--- config.mk ---
export PLATFORM = sky130hd
export DESIGN_NAME = rpu_sqrt
export DESIGN_NICKNAME = d
export VERILOG_FILES = /design/src/hw/rtl/rpu_sqrt.sv
export SDC_FILE = /design/constraint.sdc
export NUM_CORES = 1
export LEC_CHECK = 0
export CORE_MARGIN = 2
export CORE_UTILIZATION = 69
export CTS_CLUSTER_SIZE = 16
export DETAILED_ROUTE_END_ITERATION = 7
export DONT_BUFFER_PORTS = 1
export HOLD_SLACK_MARGIN = 0.15
export PLACE_DENSITY = 0.92
export SLEW_MARGIN = 20
export SYNTH_ARGS = -nofsm -noshare
export SYNTH_HDL_FRONTEND = slang
export SYNTH_SLANG_ARGS = --single-unit
--- constraint.sdc ---
create_clock -name clk_i -period 8 [get_ports clk_i]
set_clock_uncertainty 0.1 [all_clocks]
set_input_delay 0.8 -clock clk_i [delete_from_list [all_inputs] [get_ports clk_i]]
set_output_delay 0.8 -clock clk_i [all_outputs]
set_load 0.03 [all_outputs]
--- src/hw/rtl/rpu_sqrt.sv ---
// Iterative integer square root, one result bit per cycle.
// Depends on nothing but the clock and reset.
module rpu_sqrt (
  input  logic        clk_i,
  input  logic        rst_ni,
  input  logic        start_i,
  input  logic [63:0] rad_i,
  output logic        done_o,
  output logic [31:0] root_o
);

  logic [63:0] rad_q;
  logic [35:0] rem_q;
  logic [31:0] root_q;
  logic [4:0]  cnt_q;
  logic        busy_q;
  logic        done_q;
  logic [35:0] rem_sh;
  logic [35:0] trial;

  // Bring down two radicand bits and try the next root bit
  assign rem_sh = {rem_q[33:0], rad_q[63:62]};
  assign trial  = {2'b00, root_q, 2'b01};

  always_ff @(posedge clk_i or negedge rst_ni) begin
    if (!rst_ni) begin
      busy_q <= 1'b0;
      done_q <= 1'b0;
      cnt_q  <= '0;
    end else begin
      done_q <= 1'b0;
      if (start_i) begin
        busy_q <= 1'b1;
        cnt_q  <= '0;
      end else if (busy_q) begin
        cnt_q <= cnt_q + 5'd1;
        if (cnt_q == 5'd31) begin
          busy_q <= 1'b0;
          done_q <= 1'b1;
        end
      end
    end
  end

  always_ff @(posedge clk_i) begin
    if (start_i) begin
      rad_q  <= rad_i;
      rem_q  <= '0;
      root_q <= '0;
    end else if (busy_q) begin
      rad_q <= {rad_q[61:0], 2'b00};
      if (rem_sh >= trial) begin
        rem_q  <= rem_sh - trial;
        root_q <= {root_q[30:0], 1'b1};
      end else begin
        rem_q  <= rem_sh;
        root_q <= {root_q[30:0], 1'b0};
      end
    end
  end

  assign done_o = done_q;
  assign root_o = root_q;

endmodule

==> results of run 1 <==
## timing repair
| action | 4_1_cts | 5_1_grt |
|---|---|---|
| hold buffers | 1 | 0 |
| buffers inserted | 0 | 0 |
| hold endpoints to repair | 7 | 0 |
## final cells by class
class	count	share of cell area
clock buffers	21	0.0544
clock inverters	11	0.0181
inverters	42	0.0195
multi-input cells	502	0.459
flip-flops and latches	137	0.424
well taps	136	0.0211
repair buffers	4	0.00403
## worst min-delay path by stage
stage	start	end	slack, ns	depth (start not counted)
floorplan	rem_q[24]	rem_q[24]	0.36	2
CTS	start_i	cnt_q[2]	0.22	1
detailed placement	rem_q[32]	rem_q[32]	0.38	2
global placement	rem_q[32]	rem_q[32]	0.38	2
finish	start_i	rem_q[28]	0.28	1
global route	start_i	root_o[23]	0.24	1
## power by group
part	total, µW	leakage (µW)	internal [µW]	switching [µW]
Combinational	1440	0.00178	632	805
Clock	781	0.000284	483	298
Sequential	931	0.00131	847	83.6
## worst max-delay path, cell delays in order, from the launching register on
cell      delay, ns
dfxtp_1        0.55
inv_1          0.08
ha_1           0.38
a21oi_1        0.20
o21ai_0        0.12
or3_1          0.37
o211ai_2       0.23
nand3_2        0.13
a31oi_4        0.60
buf_4          0.46
nand2b_1       0.28
nor3_1         0.09
a211o_1        0.24
## through the flow
| step | power [µW] | hold slack (ns) | worst slack [ns] |
|---|---|---|---|
| 2_1_floorplan | 2110 | 0.358 | 5.06 |
| 3_3_place_gp | 2250 | 0.376 | 4.27 |
| 3_5_place_dp | 2330 | 0.384 | 4.10 |
| 4_1_cts | 3130 | 0.219 | 4.06 |
| 5_1_grt | 3330 | 0.240 | 3.80 |
| 6_report | 3150 | 0.276 | 4.03 |
## cell usage after synthesis, types with 7 or more instances
library cell	number
mux2_2	62
mux2i_1	47
a211oi_1	31
nand3_1	9
and3_1	7
a31oi_1	10
xor2_1	12
edfxtp_1	64
nand2_1	32
a21oi_1	38
nor2b_1	8
nor2_1	95
a21o_1	10
ha_1	36
nor3_1	10
dfrtp_1	7
inv_1	42
o21ai_0	16
dfxtp_1	66
xnor2_1	20
clkbuf_1	23
## kinds of logic after synthesis
logic type,after synthesis
AO/OA/AOI/OAI,140
XOR/XNOR,32
adder cells (fa/ha/maj),36
buffers and inverters,76
flip-flops,137
multiplexers,109
AND/OR/NAND/NOR,185
## flip-flops by register name, summed over array words and instances, names as in the netlist
| signal | cells |
|---|---|
| rad_q | 64 |
| rem_q | 34 |
| root_o | 32 |
| cnt_q | 5 |
| busy_q | 1 |
| done_o | 1 |
## per-layer routing
layer  GRT usage  routed length (µm)
met2       0.483                7950
met5           0                   0
met1       0.327                6420
met4       0.111                 388
met3       0.108                1240
==> flow_metrics.env, run 1 <==
export IMPL_outcome="complete, no violations"
export IMPL_final_cell_mix="nor2_1, dfxtp_1, edfxtp_1"
export IMPL_power_leakage_uw=0.00337
export IMPL_grt_max_degree=137
export IMPL_rrSetupSlack_ns=4.03
export IMPL_layout_drive_gt1_share=0.152
export IMPL_yosys_cell_types_count=55
export IMPL_numCtsBuffers=17
export IMPL_crit_required_ns=8.32
export IMPL_r2r_end="rem_q[30]"
export IMPL_syn_num_nets=818
export IMPL_seqCellArea_um2=3420
export IMPL_synthCells=715
export IMPL_wire_per_inst_um=18.8
export IMPL_hpwl_um=10400
export IMPL_synthTopCellsByArea="edfxtp_1, dfxtp_1, mux2_2"
export IMPL_core_area_um2=10400
export IMPL_max_clock_freq_mhz=252
export IMPL_cp_end_kind="flip-flop"
export IMPL_clockBufferDepth=2
export IMPL_multiInputGateArea_um2=3700
export IMPL_hold_viol=0
export IMPL_io_pins=100
export IMPL_nets=807
export IMPL_async_reset_ff_frac=0.0511
export IMPL_dr_pass1_iters=5
export IMPL_drv_slew=0
export IMPL_syn_area_um2=7440
export IMPL_min_period_ns=3.97
export IMPL_grt_usage=0.285
export IMPL_insertion_delay_ns=0.54
export IMPL_synth_top_cell_by_area="edfxtp_1"
export IMPL_cap_violations=0
export IMPL_synthAdderAreaFrac=0.0606
export IMPL_place_gp_congestion=0.912
export IMPL_cts_resized=0
export IMPL_avgSynthCellArea_um2=10.4
export IMPL_min_path_type="in2reg"
export IMPL_cts_tree="done"
export IMPL_placed_area_um2=7480
export IMPL_route_detailed_drc=0
export IMPL_setup_worst_path_start_class="flip-flop"
export IMPL_synth_main_ff_cell="dfxtp_1"
export IMPL_place_inst=820
export IMPL_dr_total_vias=5339
export IMPL_crit_type="reg2reg"
export IMPL_htreeDepth=4
export IMPL_path_clk_slew_ns=0.06
export IMPL_yosys_warnings=0
export IMPL_synth_area_mux_share=0.157
export IMPL_cp_arrival_ns=4.29
export IMPL_synth_top_area_share=0.258
export IMPL_initial_core_util=0.714
export IMPL_synth_top_family_by_area="multiplexers"
export IMPL_viasPerCell=6.26
export IMPL_grt_pass1_wl_um=25900
export IMPL_syn_to_final_growth_pct=8.55
export IMPL_yosys_area_share_simple=0.112
export IMPL_drt_iter0_markers=508
export IMPL_antenna_found_initial=0
export IMPL_grt_pass1_vias=5401
export IMPL_worstSetupEndpoint="rem_q[30]"
export IMPL_max_slew_margin=0.485
export IMPL_portBuffers=0
export IMPL_rows=37
export IMPL_fin_area_um2=8070
export IMPL_tns_ns=0
export IMPL_fin_cells=853
export IMPL_reg2reg_from="root_o[5]"
export IMPL_die_h_um=108
export IMPL_ys_ff_latch=137
export IMPL_p_per_area_nw_per_um2=390
export IMPL_ir_drop_uv=225
export IMPL_cts_sinks=137
export IMPL_die_width_um=108
export IMPL_final_common_cell="nor2_1"
export IMPL_synth_edf_count=64
export IMPL_synth_xor_area_frac=0.0377
export IMPL_synth_seq_area_share=0.460
export IMPL_diodes=0
export IMPL_synth_compound_area_frac=0.131
export IMPL_rsz0062_at_grt="false"
export IMPL_crit_start="root_o[5]"
export IMPL_root_buffer="clkbuf_8"
export IMPL_cp_max_fo=28
export IMPL_period_share=0.496
export IMPL_final_util=0.775
export IMPL_worstMarginPinSlew_ns=0.772
export IMPL_r2r_cells=12
export IMPL_dieArea_um2=11600
export IMPL_setup_viol=0
export IMPL_drt_total_wl_um=16000
export IMPL_n_fill_cell=646
export IMPL_grt_overflow_total=0
export IMPL_antenna_left=0
No activity file was read; power rests on OpenSTA's default activity.
==> inputs of run 2 (changes only) <==
--- a/config.mk
+++ b/config.mk
@@ -6,12 +6,12 @@
 export NUM_CORES = 1
 export LEC_CHECK = 0
 export CORE_MARGIN = 2
-export CORE_UTILIZATION = 69
+export CORE_UTILIZATION = 64
 export CTS_CLUSTER_SIZE = 16
 export DETAILED_ROUTE_END_ITERATION = 7
 export DONT_BUFFER_PORTS = 1
 export HOLD_SLACK_MARGIN = 0.15
-export PLACE_DENSITY = 0.92
+export PLACE_DENSITY = 0.87
 export SLEW_MARGIN = 20
 export SYNTH_ARGS = -nofsm -noshare
 export SYNTH_HDL_FRONTEND = slang
==> constraint.sdc (replaced) <==
create_clock -name clk_i -period 4.05 [get_ports clk_i]
set_clock_uncertainty 0.1 [all_clocks]
set_input_delay 0.405 -clock clk_i [delete_from_list [all_inputs] [get_ports clk_i]]
set_output_delay 0.405 -clock clk_i [all_outputs]
set_load 0.03 [all_outputs]
==> flow_metrics.env, run 2 (synthesis results as in run 1) <==
export IMPL_place_inst=829
export IMPL_final_util=0.770
export IMPL_dieArea_um2=12500
export IMPL_slowest_delay_ns=0.55
export IMPL_nets=874
export IMPL_cpMostUsedCell="a21oi_1"
export IMPL_clockBufferDepth=2
export IMPL_core_area_um2=11400
export IMPL_p_sw_frac=0.388
export IMPL_final_common_cell="nor2_1"
export IMPL_path_clk_slew_ns=0.06
export IMPL_min_from="start_i"
export IMPL_antenna_found_initial=0
export IMPL_die_width_um=112
export IMPL_fin_cells=927
export IMPL_drt_total_wl_um=17400
export IMPL_crit_chain="inv_1 -> ha_1 -> a21oi_1 -> o21ai_0 -> or3_1 -> o211ai_2 -> nand3_2 -> a31oi_4 -> buf_12 -> nor2_1 -> a21oi_1 -> a211oi_1"
export IMPL_r2r_cells=12
export IMPL_cts_resized=0
export IMPL_p_int_uw=3850
export IMPL_dr_total_vias=5706
export IMPL_cts_tree="done"
export IMPL_ir_drop_uv=637
export IMPL_worstMarginPinSlew_ns=0.738
export IMPL_place_gp_congestion=0.943
export IMPL_p_clk_frac=0.241
export IMPL_htreeDepth=4
export IMPL_setup_viol=0
export IMPL_total_power_uw=6290
export IMPL_drt_iter0_markers=500
export IMPL_drv_slew=0
export IMPL_rows=39
export IMPL_outcome="complete, no violations"
export IMPL_largest_register="rad_q"
export IMPL_cp_slowest_cell="dfxtp_1"
export IMPL_p_per_area_nw_per_um2=719
export IMPL_crit_required_ns=4.23
export IMPL_min_path_cells=2
export IMPL_io_pins=100
export IMPL_power_leakage_uw=0.00365
export IMPL_p_comb_frac=0.466
export IMPL_grt_usage=0.287
export IMPL_crit_type="reg2reg"
export IMPL_cp_end_kind="flip-flop"
export IMPL_cts_sinks=137
export IMPL_root_buffer="clkbuf_16"
export IMPL_final_cell_mix="nor2_1, dfxtp_1, dlygate4sd3_1"
export IMPL_min_path_type="in2reg"
export IMPL_grt_overflow_total=0
export IMPL_wire_per_inst_um=18.7
export IMPL_rsz0062_at_grt="false"
export IMPL_antenna_left=0
export IMPL_hold_viol=0
export IMPL_cp_arrival_ns=3.67
export IMPL_period_share=0.863
export IMPL_grt_pass1_wl_um=28500
export IMPL_grt_util_met2=0.489
export IMPL_grt_busiest_layer="met2"
export IMPL_insertion_delay_ns=0.44
export IMPL_max_slew_margin=0.507
export IMPL_initial_core_util=0.654
export IMPL_largest_reg_flops=64
export IMPL_hpwl_um=9950
export IMPL_diodes=0
export IMPL_dr_pass1_iters=5
export IMPL_viasPerCell=6.16
export IMPL_met3_usage=0.0887
export IMPL_route_detailed_drc=0
export IMPL_grt_max_degree=134
export IMPL_tns_ns=0
export IMPL_cp_max_fo=35
export IMPL_portBuffers=0
export IMPL_min_period_ns=3.50
export IMPL_layout_drive_gt1_share=0.147
export IMPL_crit_start="root_o[5]"
export IMPL_met1_usage=0.340
export IMPL_reg2reg_from="root_o[5]"
export IMPL_cap_violations=0
export IMPL_rrSetupSlack_ns=0.55
export IMPL_setup_worst_path_start_class="flip-flop"
export IMPL_place_ws_ns=0.635
export IMPL_numCtsBuffers=17
export IMPL_power_frac_seq=0.293
export IMPL_syn_to_final_growth_pct=17.7
export IMPL_max_clock_freq_mhz=286
export IMPL_p_sw_uw=2440
export IMPL_grt_pass1_vias=5851
export IMPL_setup_ws_ns=0.554
export IMPL_die_h_um=112
[run 2: cell count changes in the layout (fill, tap and decap cells not counted), moves of 2 or more]
cell           previous run  this run
clkbuf_1                  3         1
dlygate4sd3_1             1        65
clkinvlp_4                1         4
bufinv_16                 3         1
[run 2: critical path: cells and delay by family (launching register included)]
| kind | cells | cell delay (ns) |
|---|---|---|
| compound gates | 6 | 1.32 |
| flops | 1 | 0.55 |
| simple gates | 3 | 0.59 |
| fa+ha+maj | 1 | 0.39 |
| buf+inv | 2 | 0.38 |
[run 2: metal layers]
layer  routed length [µm]  share of wire
met4                  431          0.025
met3                 1180          0.068
met2                 8590           0.49
met5                    0              0
met1                 7170           0.41
[run 2: power groups by stage]
| stage | Clock (µW) | Sequential, µW | Combinational [µW] |
|---|---|---|---|
| final | 1520 | 1840 | 2930 |
| after floorplan | 0 | 1810 | 2360 |
| after CTS | 1510 | 1830 | 2880 |
| after global routing | 1590 | 1860 | 3230 |
| after detailed placement | 0 | 1850 | 2750 |
| after global placement | 0 | 1840 | 2630 |
[run 2: timing repair]
action / 4_1_cts / 5_1_grt
hold endpoints to repair: 140 / 0
hold buffers: 66 / 0
setup buffers: 0 / 0
[run 2: layout make-up]
cell class | count | area (µm²)
Clock buffer | 19 | 443
Clock inverter | 13 | 121
Fill cell | 678 | 2610
Inverter | 42 | 158
Multi-Input combinational cell | 502 | 3700
Sequential cell | 137 | 3420
Tap cell | 143 | 179
Timing Repair Buffer | 71 | 728
[run 2: final timing paths]
| check | endpoint |
|---|---|
| max in group asynchronous | busy_q |
| setup / recovery | rem_q[6] |
| min in group asynchronous | busy_q |
| hold reg to reg | rem_q[32] |
| hold / removal | done_o |
| setup reg to reg | rem_q[6] |
[run 2: through the flow]
stage / cell area, µm² / hold slack [ns]
after detailed placement: 7510 / 0.00956
final: 8760 / 0.177
after global placement: 7510 / 0.00955
after CTS: 8760 / 0.169
after floorplan: 7440 / 0.00941
after global routing: 8760 / 0.183
