### src/hw/rtl/rpu_div.sv
// Restoring divider, 63-bit dividend by 32-bit divisor, one bit per cycle.
// Depends on nothing but the clock and reset.
module rpu_div (
  input  logic        clk_i,
  input  logic        rst_ni,
  input  logic        start_i,
  input  logic [62:0] num_i,
  input  logic [31:0] den_i,
  output logic        done_o,
  output logic [62:0] quo_o
);

  logic [62:0] num_q;
  logic [62:0] quo_q;
  logic [31:0] den_q;
  logic [31:0] rem_q;
  logic [5:0]  cnt_q;
  logic        busy_q;
  logic        done_q;
  logic [32:0] rem_sh;

  // Shift in the next dividend bit
  assign rem_sh = {rem_q, num_q[62]};

  always_ff @(posedge clk_i or negedge rst_ni) begin
    if (!rst_ni) begin
      busy_q <= 1'b0;
      done_q <= 1'b0;
      cnt_q  <= '0;
    end else begin
      done_q <= 1'b0;
      if (start_i) begin
        busy_q <= 1'b1;
        cnt_q  <= '0;
      end else if (busy_q) begin
        cnt_q <= cnt_q + 6'd1;
        if (cnt_q == 6'd62) begin
          busy_q <= 1'b0;
          done_q <= 1'b1;
        end
      end
    end
  end

  always_ff @(posedge clk_i) begin
    if (start_i) begin
      num_q <= num_i;
      den_q <= den_i;
      rem_q <= '0;
      quo_q <= '0;
    end else if (busy_q) begin
      num_q <= {num_q[61:0], 1'b0};
      if (rem_sh >= {1'b0, den_q}) begin
        rem_q <= 32'(rem_sh - {1'b0, den_q});
        quo_q <= {quo_q[61:0], 1'b1};
      end else begin
        rem_q <= rem_sh[31:0];
        quo_q <= {quo_q[61:0], 1'b0};
      end
    end
  end

  assign done_o = done_q;
  assign quo_o  = quo_q;

endmodule

### config.mk
export PLATFORM = sky130hd
export DESIGN_NAME = rpu_div
export DESIGN_NICKNAME = d
export VERILOG_FILES = /design/src/hw/rtl/rpu_div.sv
export SDC_FILE = /design/constraint.sdc
export NUM_CORES = 1
export LEC_CHECK = 0
export BUFFER_PORTS_ARGS = -buffer_cell sky130_fd_sc_hd__buf_4
export CAP_MARGIN = 20
export CELL_PAD_IN_SITES_DETAIL_PLACEMENT = 1
export CELL_PAD_IN_SITES_GLOBAL_PLACEMENT = 1
export CORE_MARGIN = 2
export CORE_UTILIZATION = 30
export CTS_CLUSTER_DIAMETER = 80
export CTS_CLUSTER_SIZE = 8
export DETAILED_ROUTE_END_ITERATION = 8
export PLACE_DENSITY_LB_ADDON = 0.05
export RECOVER_POWER = 25
export SYNTH_ARGS = -nofsm -noshare
export SYNTH_HDL_FRONTEND = slang
export SYNTH_SLANG_ARGS = --single-unit
### constraint.sdc
create_clock -name clk_i -period 3.88 [get_ports clk_i]
set_input_delay 0.194 -clock clk_i [delete_from_list [all_inputs] [get_ports clk_i]]
set_output_delay 0.194 -clock clk_i [all_outputs]
set_load 0.01 [all_outputs]
==> summary.md, run 1 <==
| Metric | Value |
|---|---|
| CTS Buf Count | 17 |
| Min Hold Slack | 0.0407 ns |
| Routability Congestion | roughly 0.73 |
| WS Path Type | register to register |
| Failing checks | capacitance limit, slew limit |
| Synth top area share | between 30 and 40% |
| Register share of total power | between 30% and 40% |
| Final Hold Viols | 0 |
| Async S/R FF share, synth | 4.04% |
| Number of synthesized register bits | 198 |
| Syn Nets | between 900 and 1000 |
| Cell taking the most area after synthesis | edfxtp_1 |
| Distinct cell type count after synthesis | 59 |
| Pin count of the biggest net entering global routing | roughly 150 |
| Root Buffer | clkbuf_16 |
| DP HPWL | between 15 and 20 mm |
| Critical path arrival | 3.69 ns |
| # rows | 64 |
| # setup viols final | 0 |
| Skew final | 0.0105 ns |
| Synth Cell Area | 9360 um2 |
| Iter 0 DRT Violations | 240 |
| Net switching power | about 2300 uW |
| Post-DRT Antenna Nets | 0 |
| Die Area | 32600 um2 |
| Core ar. | 30700 um2 |
| Fin Setup TNS | 0 ns |
| Internal | 4450 uW |
| Post-synth EDFFs | between 90 and 100 |
| Total setup buffers inserted after CTS | 0 |
| Routed vias/inst | 4.72 |
| Starting Density | 30.5% |
| Switching share of power | 33.8% |
| Clk sink count | between 150 and 200 |
| Gr usage total | 14.7% |
| DRT Pass-1 Iters | 4 |
| IO Pins | 162 |
| Synth Flop Type | edfxtp_1 |
| Final slew viol count | about 150 |
| Die W | ~180 um |
| Status | finished, violations left |
| Leakage power figure | between 0.005 and 0.006 uW |
| Share of cells above drive strength 1 | between 20% and 30% |
| RSZ-0062 raised after global routing | false |
| MaxCap Viol Count | 1 |
| Avg Cell Area, Syn | 11.0 um2 |
| Total Wirelength | around 23 mm |
| Die height | 181 um |
| Startpoint Class | register |
| CTS tree | built |
| Residual DRC count | 0 |
| Vias | 6766 |
| Worst skew pair latency | approximately 0.45 ns |
| Vias in the first global route | between 7000 and 8000 |
| Maximum root-to-sink buffer count | 2 |
| Nets@finish | 1156 |
| Area Growth Syn to Fin | 26.8% |
| Rel. slew slack | -20.6% |
| Final core utilization | 38.7% |
| WL/cell | between 15 and 20 um |
| Count leader, synth | nor2_1 |
| First-pass GRT wire length | 38.4 mm |
| Slew of the pin with the lowest slew margin | 1.81 ns |
| Crit Path Max Fanout | 4 |
| Min cycle time layout | between 3 and 4 ns |
| Grt total ovfl | 0 |
| Power per cell area | about 570 nW/um2 |
| Antenna violations before repair | 1 |
| Worst Setup End Kind | register |
| Clk slew on worst S/H paths | 0.08 ns |
| Final Cycle Share | 85.9% |
| Synthesis Warnings | 0 |
| Post-Synthesis Cells | 852 |
| Comb pwr share | 33.2% |
| Achievable Freq | between 300 and 400 MHz |
| Clock power frac | 27.6% |
| Buffers on Ports | 161 |
| Seq/Total Area, Yosys | 52.9% |
| Hold/Removal Path Class | input pin to register |
| Most frequent cells after synthesis | nor2_1 (124), dfxtp_1 (95), edfxtp_1 (95) |
| Data required, critical path | 4.23 ns |
| VDD IR max | 0.313 mV |
| Synth top area cells | edfxtp_1 (30%), dfxtp_1 (20%), mux2i_1 (7.7%) |
| H-tree lvl count | 4 |
## worst max-delay path, stage by stage, from the launching register on
cell and delay, ns:
edfxtp_1 0.35, inv_1 0.05, ha_1 0.22, fa_1 0.39
nand2b_1 0.18, a21oi_1 0.18, o21ai_1 0.14, o2111ai_2 0.33
a21oi_1 0.20, o311ai_1 0.46, nor3_1 0.09, or4b_1 0.52
a21oi_1 0.13
## cells by family (layout without fill, tap and decap cells)
kind of cell	after synthesis	after routing	share of synthesized area, %
xor+xnor	32	32	3.00
flops	198	198	52.9
simple gates	209	209	9.84
fa+ha+maj	35	35	4.76
other cells	0	1	0
compound gates	151	151	10.3
mux	135	135	15.3
buf+inv	92	276	3.86
## layout by cell type (no fill, tap or decap), types with 17 or more instances in the layout
master and n:
edfxtp_1 95, mux2_2 63, clkbuf_16 17, nand2_1 33, a21oi_1 54, clkbuf_4 33, mux2i_1 72, o21ai_0 25
ha_1 34, dfxtp_1 95, a211oi_1 23, dlygate4sd3_1 34, nor2_1 124, buf_4 128, xnor2_1 20, inv_1 41
## cell type report
class                           instances  area, um2
Clock inverter                         14        164
Antenna cell                            1       2.50
Clock buffer                           18        439
Tap cell                              396        495
Sequential cell                       198       4960
Inverter                               42        158
Timing Repair Buffer                  202       1610
Multi-Input combinational cell        562       4040
Fill cell                            3394      18800
## worst paths after layout
path                                                to                   start  slack, ns  cells after the start
worst max-delay path            rem_q[30]$_SDFFE_PP0P_     num_q[62]$_DFFE_PP_       0.55                     12
worst min-delay path                num_q[3]$_DFFE_PP_                num_i[3]       0.04                      2
worst max register to register  rem_q[30]$_SDFFE_PP0P_     num_q[62]$_DFFE_PP_       0.55                     12
worst min register to register  rem_q[21]$_SDFFE_PP0P_  rem_q[21]$_SDFFE_PP0P_       0.49                      2
max in group asynchronous             busy_q$_DFF_PN0_                  rst_ni       3.32                      2
min in group asynchronous             done_o$_DFF_PN0_                  rst_ni       0.21                      2
## routing by layer
layer / track usage (%) / wire length [um] / vias up
met2: 22.9 / 10600 / 113
met3: 5.78 / 1570 / 16
met4: 3.68 / 230 / 0
li1: - / - / 3373
met1: 19.0 / 11000 / 3264
met5: 0 / 0 / -
## power by group through the flow
stage | clock, uW | sequential [uW] | combinational (uW)
after floorplan | 0 | 2630 | 1670
after global placement | 0 | 2690 | 2230
after detailed placement | 0 | 2680 | 2220
after CTS | 1950 | 2640 | 2270
after global routing | 2020 | 2680 | 2510
final | 1860 | 2630 | 2230
## sequential cells by signal, indices dropped and copies added (netlist names)
register,cells
cnt_q,6
num_q,63
quo_o,63
done_o,1
rem_q,32
den_q,32
busy_q,1
## through the flow
step                instance area (um2)  instances  setup WS (ns)  power [uW]
detailed placement                11000       1366          0.550        4910
global route                      11900       1433          0.303        7200
finish                            11900       1433          0.547        6730
CTS                               11900       1432          0.520        6860
global placement                  11000       1366          0.624        4920
floorplan                          9360        852           1.08        4290
## repair_timing
action,CTS,global route
hold buffers,34,0
hold endpoints to repair,41,0
resized for setup,0,0
No activity file was read; power rests on OpenSTA's default activity.
==> inputs of run 2 (changes only) <==
Settings changed: BUFFER_PORTS_ARGS -buffer_cell sky130_fd_sc_hd__buf_4 to -buffer_cell sky130_fd_sc_hd__buf_2, CELL_PAD_IN_SITES_DETAIL_PLACEMENT 1 to not set, CELL_PAD_IN_SITES_GLOBAL_PLACEMENT 1 to not set, REMOVE_ABC_BUFFERS set to 1.
==> run 2 against run 1 <==
The run still ends with capacitance limit, slew limit left. Sequential share of layout area is 1.6 points higher. Worst hold slack worse by 0.0061 ns. Global-route usage is 0.81 points lower. Largest power group unchanged. Setup slack worse by 0.045 ns. Combinational power is 5% lower. Register-to-register slack worse by 0.04 ns. Total power is 2.7% lower. Cell count is 0.21% higher. Non-clock buffer count stayed put. Critical path depth stayed put. Count of clock-buffer cells in the layout is 1 higher. Largest cell class unchanged. Flip-flop and latch count stayed put. Critical path type unchanged.
==> summary.md, run 2 (synthesis gave the netlist of run 1 again) <==
| Metric | Value |
|---|---|
| Metal1 wirelength | 9.99 mm (-8.8%) |
| H-tree lvl count | 4 (unchanged) |
| Worst skew pair latency | 0.45 ns (about the same) |
| Startpoint Class | register |
| Antenna violations before repair | 7 (+6) |
| Iter 0 DRT Violations | 297 (+24%) |
| Routed met2 length | 9.71 mm (-8.8%) |
| Final Hold Viols | 0 (unchanged) |
| DRT Pass-1 Iters | 4 (unchanged) |
| Most frequent cells in the layout | buf_2 (159), nor2_1 (124), edfxtp_1 (95), dfxtp_1 (95), mux2i_1 (72) |
| DR WL met3 | 1.56 mm (-0.45%) |
| Commonest non-fill, non-tap cell in the layout | buf_2 |
| Gr usage total | 13.8% (-0.81 points) |
| RSZ-0062 raised after global routing | false |
| Final Worst Setup Slack | 0.503 ns (-0.0449 ns) |
| Pre-CTS worst setup slack | 0.530 ns (-0.0202 ns) |
| Critical path arrival | 3.70 ns (about the same) |
| Residual DRC count | 0 (unchanged) |
| VDD IR max | 0.349 mV (+12%) |
| Routability Congestion | 0.773 (+6.4%) |
| Share of cells above drive strength 1 | 25.7% (unchanged) |
| WL/cell | 15.0 um (-7.8%) |
| Final Cycle Share | 87.0% (+1.2 points) |
| Most frequent CP cell | a21oi_1 |
| Data required, critical path | 4.20 ns (-0.03 ns) |
| Fin Setup TNS | 0 ns (unchanged) |
| DP HPWL | 14.8 mm (-7.3%) |
| Grt total ovfl | 0 (unchanged) |
| Internal | 4370 uW (-1.9%) |
| Failing checks | capacitance limit, slew limit |
| Final slew viol count | 125 (-15%) |
| # setup viols final | 0 (unchanged) |
| Maximum root-to-sink buffer count | 2 (unchanged) |
| # rows | 64 (unchanged) |
| Critical Path, Cell by Cell | inv_1 > ha_1 > fa_1 > nand2b_1 > a21oi_1 > o21ai_1 > o2111ai_2 > a21oi_1 > o311ai_1 > nor3_1 > or4b_1 > a21oi_1 |
| First-pass GRT wire length | 36.2 mm (-5.5%) |
| WS Path Type | register to register |
| Die height | 181 um (unchanged) |
| Min cycle time layout | 3.38 ns (+0.0449 ns) |
| Pin count of the biggest net entering global routing | 125 (-15%) |
| Worst Setup End Kind | register |
| Comb pwr share | 32.4% (-0.8 points) |
| Post-DRT Antenna Nets | 0 (unchanged) |
| Crit Path Max Fanout | 4 (unchanged) |
| Power per cell area | 572 nW/um2 (+0.97%) |
| Total Wirelength | 21.6 mm (-7.6%) |
| IO Pins | 162 (unchanged) |
| Clk slew on worst S/H paths | 0.08 ns (about the same) |
| Clock power frac | 27.4% (-0.2 points) |
| Buffers on Ports | 161 (unchanged) |
| Cell at the slowest stage of the critical path | or4b_1 |
| Hold/Removal Path Class | input pin to register |
| Net switching power | 2180 uW (-4.2%) |
| Status | finished, violations left |
| Root Buffer | clkbuf_16 |
| Skew final | 0.0129 ns (+0.00236 ns) |
| Die W | 181 um (unchanged) |
| Post-CTS Resized | 0 (unchanged) |
| Area Growth Syn to Fin | 22.2% |
| Routed vias/inst | 4.57 (-3.2%) |
| Slew of the pin with the lowest slew margin | 2.94 ns (+1.13 ns) |
| CTS tree | built |
| Vias | 6561 (-3.0%) |
| Register share of total power | 40.2% (+1.0 points) |
| Rel. slew slack | -96.1% (-76 points) |
| Switching share of power | 33.3% (-0.53 points) |
| Final core utilization | 37.3% (-1.4 points) |
| Starting Density | 30.5% (unchanged) |
| Core ar. | 30700 um2 (unchanged) |
| Clk sink count | 198 (unchanged) |
| Vias in the first global route | 6900 (-2.6%) |
| Nets@finish | 1156 (unchanged) |
| DR top layer | met5 |
| MaxCap Viol Count | 1 (unchanged) |
| CTS Buf Count | 17 (unchanged) |
| CP peak stage delay | 0.53 ns (about the same) |
| Die Area | 32600 um2 (unchanged) |
| Achievable Freq | 296 MHz (-1.3%) |
| Leakage power figure | 0.00530 uW (-1.6%) |
-- run 2: layer usage --
metal | global-route usage (%) | vias to the layer above
met4 | 4.55 | 6
met1 | 17.2 | 3019
met3 | 5.68 | 24
li1 | - | 3384
met2 | 21.9 | 128
met5 | 0 | -
-- run 2: final cells by class --
class                      count  area (um2)
fill                        3100       19200
sequential                   198        4960
multi-input combinational    562        4040
timing repair buffer         202        1190
tap                          396         495
clock buffer                  19         433
inverter                      42         158
clock inverter                13         149
antenna                        4        10.0
-- run 2: final timing paths --
kind | slack (ns) | cells past startpoint | startpoint | endpoint
setup / recovery | 0.50 | 12 | num_q[62]$_DFFE_PP_ | rem_q[30]$_SDFFE_PP0P_
max in group asynchronous | 3.32 | 2 | rst_ni | busy_q$_DFF_PN0_
hold reg to reg | 0.49 | 2 | rem_q[14]$_SDFFE_PP0P_ | rem_q[14]$_SDFFE_PP0P_
setup reg to reg | 0.50 | 12 | num_q[62]$_DFFE_PP_ | rem_q[30]$_SDFFE_PP0P_
min in group asynchronous | 0.22 | 2 | rst_ni | cnt_q[1]$_DFFE_PN0P_
hold / removal | 0.03 | 2 | num_i[0] | num_q[0]$_SDFFCE_PN0P_
-- run 2: metrics by stage --
stage	total power [uW]	cells	instance area (um2)	hold slack (ns)
floorplan	4230	802	9150	-0.102
global placement	4810	1367	10500	0.0533
detailed placement	4790	1367	10500	0.0541
CTS	6670	1432	11400	0.00558
global route	7030	1434	11400	0.0141
finish	6540	1436	11400	0.0346
-- run 2: power by group through the flow --
| stage | clock, uW | combinational (uW) | sequential (uW) |
|---|---|---|---|
| 6_report | 1790 | 2120 | 2630 |
| 3_3_place_gp | 0 | 2130 | 2680 |
| 3_5_place_dp | 0 | 2120 | 2670 |
| 5_1_grt | 1960 | 2410 | 2670 |
| 4_1_cts | 1880 | 2160 | 2630 |
| 2_1_floorplan | 0 | 1600 | 2630 |
-- run 2: critical path: cells and delay by family (launching register included) --
family	cells	cell delay, ns
buffers and inverters	1	0.04
AO/OA/AOI/OAI	6	1.43
AND/OR/NAND/NOR	3	0.80
flip-flops	1	0.34
adder cells (fa/ha/maj)	2	0.64
-- run 2: repair_timing --
item | CTS | global route
hold endpoints to repair | 40 | 0
hold buffers | 33 | 0
endpoints found under the setup margin | 0 | 0
buffers inserted | 0 | 0
==> inputs of run 3 (changes only) <==
Settings changed: CORE_UTILIZATION 30 to 56.
==> run 3 against run 2 <==
The run still ends with capacitance limit, slew limit left. Core utilization grew 31 points. Die area down 46%. Critical path depth is the same. Sequential share of layout area grew 0.85 points.
==> summary.md, run 3 (synthesis gave the netlist of run 1 again) <==
| Metric | Value |
|---|---|
| Status | finished, violations left |
| Failing checks | capacitance limit, slew limit |
| First-pass GRT wire length | 30.9 mm (-15%) |
| IO Pins | 162 (unchanged) |
| Critical path arrival | 3.73 ns (+0.03 ns) |
| Core ar. | 16500 um2 (-46%) |
| Critical R2R Launch | num_q[62]$_DFFE_PP_ |
| DP HPWL | 12.5 mm (-16%) |
| Total Wirelength | 18.2 mm (-16%) |
| VDD IR max | 0.332 mV (-4.9%) |
| Critical Path End | rem_q[30]$_SDFFE_PP0P_ |
| WS Path Type | register to register |
| Root Buffer | clkbuf_16 |
| Pin count of the biggest net entering global routing | 93 (-26%) |
| Register share of total power | 40.4% (+0.2 points) |
| Grt total ovfl | 0 (unchanged) |
| Data required, critical path | 4.22 ns (+0.02 ns) |
| WL/cell | 14.5 um (-3.6%) |
| Hold path depth | 2 (unchanged) |
| Min cycle time layout | 3.38 ns (+0.00659 ns) |
| Metal1 wirelength | 8.38 mm (-16%) |
| Min Hold Slack | 0.0303 ns (-0.00427 ns) |
| Final slew viol count | 132 (+5.6%) |
| Routability Congestion | 0.867 (+12%) |
| Multi-input logic area | 4040 um2 (unchanged) |
| Crit path buffers/inverters | 1 (unchanged) |
| RR Endpoint | rem_q[30]$_SDFFE_PP0P_ |
| Clk sink count | 198 (unchanged) |
| Skew final | 0.0136 ns (+0.000737 ns) |
| DRT Pass-1 Iters | 5 (+1) |
| Post-CTS Resized | 0 (unchanged) |
| Vias | 6534 (-0.41%) |
| Internal | 4330 uW (-0.86%) |
| Most frequent CP cell | a21oi_1 |
| Die height | 133 um (-26%) |
| Hold/Removal Path Class | input pin to register |
| Share of cells above drive strength 1 | 24.5% (-1.2 points) |
| Rel. slew slack | -25.5% (+71 points) |
| Commonest non-fill, non-tap cell in the layout | buf_2 |
| Crit Path Max Fanout | 4 (unchanged) |
| Overall power | 6510 uW (-0.46%) |
| Final Worst Setup Slack | 0.496 ns (-0.00659 ns) |
| CTS tree | built |
| N_diodes | 0 (-4) |
| Clk slew on worst S/H paths | 0.08 ns (about the same) |
| Final core utilization | 68.1% (+31 points) |
| Post-DRT Antenna Nets | 0 (unchanged) |
| Routed met2 length | 8.20 mm (-16%) |
| Cell at the slowest stage of the critical path | or4b_1 |
| Reg2reg path depth | 12 (unchanged) |
| Slew of the pin with the lowest slew margin | 1.88 ns (-1.06 ns) |
| Stages on worst setup path | 12 (unchanged) |
| Nets@finish | 1157 (+0.087%) |
| Residual DRC count | 0 (unchanged) |
| Iter 0 DRT Violations | 335 (+13%) |
| Switching share of power | 33.5% (+0.26 points) |
| Maximum root-to-sink buffer count | 2 (unchanged) |
| Register Area | 4960 um2 (unchanged) |
| CTS Buf Count | 17 (unchanged) |
| Clock power frac | 27.6% (+0.2 points) |
| Pre-CTS worst setup slack | 0.547 ns (+0.0172 ns) |
| Critical Path, Cell by Cell | inv_1 > ha_1 > fa_1 > nand2b_1 > a21oi_1 > o21ai_1 > o2111ai_2 > a21oi_1 > o311ai_1 > nor3_1 > or4b_1 > a21oi_1 |
| Net switching power | 2180 uW (+0.33%) |
| Area Growth Syn to Fin | 19.8% |
| Gr usage total | 21.4% (+7.6 points) |
| Antenna violations before repair | 1 (-6) |
| Final Hold Viols | 0 (unchanged) |
| Achievable Freq | 296 MHz (-0.19%) |
| Leakage power figure | 0.00525 uW (-1.0%) |
| MaxCap Viol Count | 2 (+1) |
| Starting Density | 56.8% (+26 points) |
| Power per cell area | 581 nW/um2 (+1.5%) |
| Comb pwr share | 32.0% (-0.4 points) |
| RSZ-0062 raised after global routing | false |
| Most frequent cells in the layout | buf_2 (144), nor2_1 (124), edfxtp_1 (95), dfxtp_1 (95), mux2i_1 (72) |
| CP peak stage delay | 0.52 ns (about the same) |
| Final Cycle Share | 87.2% (+0.17 points) |
| Die W | 133 um (-26%) |
| Vias in the first global route | 6509 (-5.7%) |
| Die Area | 17800 um2 (-46%) |
| Crit-path leading delay family | compound AO/OA/AOI/OAI gates |
| Beginning of the critical path | num_q[62]$_DFFE_PP_ |
| Routed vias/inst | 5.20 (+14%) |
| Startpoint Class | register |
| DR top layer | met5 |
| # rows | 47 (-27%) |
| Worst Setup End Kind | register |
| Buffers on Ports | 161 (unchanged) |
| Layout fillers | 1307 (-58%) |
| Worst skew pair latency | 0.44 ns (about the same) |
| DR WL met3 | 1.36 mm (-13%) |
| # setup viols final | 0 (unchanged) |
| H-tree lvl count | 4 (unchanged) |
| R2R setup slack | 0.50 ns (about the same) |
| Fin Setup TNS | 0 ns (unchanged) |
[run 3: cell types whose count changed in the layout (fill, tap and decap cells not counted), sizes merged]
cell,delta
buf,-14
clkbuf,+13
inv,+6
diode,-4
clkinv,-3
bufinv,-1
[run 3: through the flow]
step / cells / cell area [um2]
6_report: 1257 / 11200
5_1_grt: 1257 / 11200
4_1_cts: 1257 / 11300
3_5_place_dp: 1192 / 10300
3_3_place_gp: 1192 / 10300
2_1_floorplan: 802 / 9150
[run 3: routing by layer]
| layer | GRT usage [%] | up-vias |
|---|---|---|
| li1 | - | 3374 |
| met1 | 28.2 | 2980 |
| met2 | 33.0 | 155 |
| met3 | 8.03 | 23 |
| met4 | 6.91 | 2 |
| met5 | 0 | - |
[run 3: power by group through the flow]
| stage | Clock (uW) | Combinational, uW | Sequential (uW) |
|---|---|---|---|
| 5_1_grt | 1920 | 2340 | 2670 |
| 6_report | 1800 | 2080 | 2630 |
| 3_3_place_gp | 0 | 2020 | 2670 |
| 4_1_cts | 1840 | 2080 | 2630 |
| 2_1_floorplan | 0 | 1600 | 2630 |
| 3_5_place_dp | 0 | 2040 | 2670 |
[run 3: what timing repair did]
item / in CTS / in global routing
endpoints found under the hold margin: 40 / 0
hold buffers: 33 / 0
setup buffers: 0 / 0
[run 3: cell type report]
class | count | share of cell area [%]
Multi-Input combinational cell | 562 | 36.0
Sequential cell | 198 | 44.2
Clock inverter | 15 | 1.60
Inverter | 42 | 1.41
Clock buffer | 17 | 3.79
Timing Repair Buffer | 203 | 10.5
Tap cell | 220 | 2.45
[run 3: worst min-delay path by stage]
stage          startpoint                endpoint  slack (ns)
2_1_floorplan      rst_ni        busy_q$_DFF_PN0_       -0.10
6_report         num_i[0]  num_q[0]$_SDFFCE_PN0P_        0.03
4_1_cts          num_i[0]  num_q[0]$_SDFFCE_PN0P_        0.02
5_1_grt          num_i[0]  num_q[0]$_SDFFCE_PN0P_        0.02
3_5_place_dp       rst_ni        done_o$_DFF_PN0_        0.04
3_3_place_gp       rst_ni        done_o$_DFF_PN0_        0.05
